`config.mk`:
```
export PLATFORM = sky130hd
export DESIGN_NAME = sts_cmp
export DESIGN_NICKNAME = d
export VERILOG_FILES = /design/src/sts_pkg.sv /design/src/sts_cmp.sv
export SDC_FILE = /design/constraint.sdc
export NUM_CORES = 1
export LEC_CHECK = 0
export ABC_AREA = 1
export BUFFER_PORTS_ARGS = -buffer_cell sky130_fd_sc_hd__buf_2
export CAP_MARGIN = 20
export CELL_PAD_IN_SITES_DETAIL_PLACEMENT = 1
export CELL_PAD_IN_SITES_GLOBAL_PLACEMENT = 2
export CORE_MARGIN = 2
export CORE_UTILIZATION = 21
export DETAILED_ROUTE_END_ITERATION = 12
export MAX_ROUTING_LAYER = met4
export PLACE_DENSITY = 0.88
export SYNTH_ARGS = -nofsm -noshare
export SYNTH_HDL_FRONTEND = slang
export SYNTH_SLANG_ARGS = --single-unit
```
`constraint.sdc`:
```
create_clock -name vclk -period 4.7
set_input_delay 0.94 -clock vclk [all_inputs]
set_output_delay 0.94 -clock vclk [all_outputs]
set_load 0.02 [all_outputs]
```
`src/sts_pkg.sv`:
```
package sts_pkg;

	localparam int DEFAULT_CAPACITY = 1024;
	localparam int KEY_W = 64;
	localparam int WORD_W = 64;
	localparam int SLOT_W = 10;
	localparam int STATUS_W = 2;

	localparam logic OP_INSERT = 1'b0;
	localparam logic OP_LOOKUP = 1'b1;

	localparam logic [STATUS_W-1:0] ST_OK = 2'd0;
	localparam logic [STATUS_W-1:0] ST_MISS = 2'd1;
	localparam logic [STATUS_W-1:0] ST_FULL = 2'd2;

	typedef struct packed {
		logic op;
		logic [KEY_W-1:0] stamp;
		logic [WORD_W-1:0] data_word;
	} in_item_t;

	typedef struct packed {
		logic [STATUS_W-1:0] status;
		logic [WORD_W-1:0] found_word;
		logic [SLOT_W-1:0] slot;
	} out_item_t;

	typedef struct packed {
		logic [KEY_W-1:0] key;
		logic [WORD_W-1:0] word;
	} entry_t;

	typedef struct packed {
		logic lt;
		logic eq;
	} cmp_t;

endpackage

```
`src/sts_cmp.sv`:
```
module sts_cmp (
	input logic [sts_pkg::KEY_W-1:0] a,
	input logic [sts_pkg::KEY_W-1:0] b,
	output sts_pkg::cmp_t res
);

	assign res.lt = (a < b);
	assign res.eq = (a == b);

endmodule

```
# [Word level (Yosys, flattened, before mapping)]
# Index checks and enable logic that the tools add are counted.
[op_classes] n_eq_ne=1 magnitude_cmp=1
[ops] op="64-bit equality test" count=1
[ops] op="64-bit < comparator" count=1
[word_totals] ff_bits=0 elab_cells=2 input_bits=128

# [Depth between registers and ports, before layout]
[depth] word_depth=1 ltp_mapped=14 mapped_depth_nobuf=14

# [Worst setup path after synthesis]
# No wires, ideal clock.
[synth_timing] path_kind="input to output" startpoint="input b[61] in the netlist's numbering" endpoint="output res[1] in the netlist's numbering" path_stages=9 path_slack_ps=1663 required_ps=3760 arrival_ps=2097 path_buffers=0 path_cell_list="inv_1 -> ha_1 -> a21oi_1 -> nor2_1 -> nor3_1 -> nand2_1 -> a21oi_1 -> nand2_1 -> a21oi_1"
[synth_rtl] item="start, declared" line="sts_cmp.sv:3" text="input logic [sts_pkg::KEY_W-1:0] b,"
[synth_rtl] item="end, declared" line="sts_cmp.sv:4" text="output sts_pkg::cmp_t res"

==> reports/metrics.csv <==
stage,metric,value,unit
route,drt-vias-per-instance,4.144,
power_and_ir_drop,internal-power,0.09277,mW
critical_path,crit_path_end_kind,output port,
global_routing,grt-ovfl-total,0,
synth,synth_top_family_by_area,adder cells,
placed_design,gp_congestion,0.7476,
sta,timing.fmax,307.6,MHz
min_path,hold_path_class,in2out,
critical_path,crit_fanout,2,
critical_path,crit_type,in2out,
global_routing,groute.usage.overall,10.94,%
route,routed_wl,5094,um
sta,tightest_slew,256.5,ps
power_and_ir_drop,clkPwrFrac,0,%
sta,setup_viol,0,
route,wl_met1,2082,um
synth,yosysWarnings,0,
sta,period_minus_slack,3251,ps
floorplan,rows,33,
final_layout,drive_gt1_share,33.09,%
synth,syn_avg_cell_area,6.193,um2
cts,postCtsSetupRepairBufs,0,
route,vias,2126,
floorplan,start_util,21.27,%
global_routing,grt_max_degree,4,
sta,hold_viol_final,0,
placed_design,port_buffers,130,
placed_design,postPlaceCellArea,2504,um2
cts,cts_hold_buf,0,
sta,tns,0,ps
synth,synth_cells,278,
final_layout,design_area,2504,um2
synth,ys_seq_area_share,0,%
critical_path,crit_required,3760,ps
synth,synth_cell_types,17,
power_and_ir_drop,p_leak,1.700,nW
synth,yosys.area.top_type_share,46.51,%
power_and_ir_drop,combinationalPowerShare,100.0,%
route,drtIter0Drc,14,
sta,slew_violations,0,
global_routing,grt_pass1_vias,2127,
final_layout,area_growth_syn_to_layout,45.42,%
synth,synth-xor-area-share,0,%
cts,cts_resized,0,
synth,synth_fa_ha_area_share,46.51,%
final_layout,utilization,30.94,%
global_routing,grt_pass1_wl,8079,um
synth,synth_nets,470,
synth,yosys.area_share.simple,24.93,%
synth,synth_compound_area_share,11.77,%
floorplan,core,8093,um2
route,drt_pre_antenna_iters,3,
route,wire_per_inst,9.930,um
sta,period_share,69.18,%
route,dr.max_layer_used,met4,
synth,yosysTopAreaCell,ha_1,
power_and_ir_drop,worst_ir_drop_vdd,0.00002386,V
synth,ys_top_cells_by_area,"ha_1 (47%), inv_1 (17%), nand2_1 (14%)",
final_layout,num-nets-final,602,
floorplan,die_x,94.55,um
synth,synthMuxAreaShare,0,%
final_layout,multiInputGateArea,1433,um2
final_layout,seq_cell_count,0,
synth,synth_area,1722,um2
power_and_ir_drop,p_total,0.1835,mW
floorplan,die_h,94.55,um
power_and_ir_drop,switchingPower,0.09076,mW
floorplan,num_io_pins,130,
sta,grt_setup_unrepaired,no,
route,route.met3.wl,381,um
final_layout,regArea,0,um2
floorplan,fp.dieArea,8939,um2
route,dr_wl_met2,2605,um
final_layout,fillers,1095,
route,drcViolationCount,0,
power_and_ir_drop,p_sw_share,49.45,%
power_and_ir_drop,power_density,73.30,nW/um2
final_layout,clock_buffers,0,
placed_design,hpwl,5027,um
critical_path,worstSetupStartpointType,input pin,
status,status,finished clean,
final_layout,diodes,0,
flow_run,cap_violations,0,
route,ant_nets,0,
sta,slew_headroom,82.77,%
global_routing,antenna_found_initial,0,
power_and_ir_drop,seq_power_share,0,%
critical_path,cp.arrival,2310,ps
cell type report:
class / instances / area share, %
Timing Repair Buffer: 130 / 25.99
Tap cell: 105 / 5.247
Inverter: 77 / 11.54
Multi-Input combinational cell: 201 / 57.22
logic make-up (layout without fill, tap and decap cells):
kind of cell | after synthesis | in the layout
AO/OA/AOI/OAI | 38 | 38
AND/OR/NAND/NOR | 99 | 99
buffers and inverters | 77 | 207
adder cells (fa/ha/maj) | 64 | 64
through the flow:
stage                     cells  hold slack (ps)  worst slack (ps)
after global routing        513             2534              1253
final                       513             2466              1449
after floorplan             278             2254              1663
after detailed placement    513             2484              1423
after CTS                   513             2480              1421
after global placement      513             2468              1458
worst paths after layout:
path	start	endpoint	depth (start not counted)
worst max-delay path	b[23]	res[0]	10
worst min-delay path	a[63]	res[1]	8
critical path: stages:
cell and delay (ps):
buf_2 70, inv_1 30, ha_1 280, nand2_1 70, nor2_1 140, nand4_1 100, nor2_1 170, nand4_1 160
nor3_2 130, buf_2 190
layout by cell type, fill, tap and decap left out, types with 2 or more instances in the layout:
master      n
o21bai_1    2
ha_1       64
o21ai_1     4
a21oi_1    28
nand4_1     4
buf_2     130
nand2_2     2
nand3_1     4
o21a_1      2
inv_1      77
nor3_1      4
nor2_1     17
nand2_1    65
power groups by stage:
stage | combinational [mW] | sequential (mW) | clock (mW)
after floorplan | 0.106 | 0 | 0
after global placement | 0.181 | 0 | 0
after detailed placement | 0.188 | 0 | 0
after CTS | 0.190 | 0 | 0
after global routing | 0.218 | 0 | 0
final | 0.184 | 0 | 0
metal layers:
layer	track usage [%]	up-vias
li1	-	1140
met1	12.14	913
met2	21.85	71
met3	1.277	2
met4	0.3623	0
met5	-	-
synthesized netlist by cell type:
cell type  number
o21ai_0         1
nand2_1        65
nand2_2         2
nand3_1         4
inv_1          77
ha_1           64
o21ai_1         4
nand4_1         4
nor4_2          1
a21o_1          1
a21oi_1        28
nor4_4          1
o21bai_1        2
nor3_2          1
nor2_1         17
nor3_1          4
o21a_1          2
No activity file was read; power rests on OpenSTA's default activity.
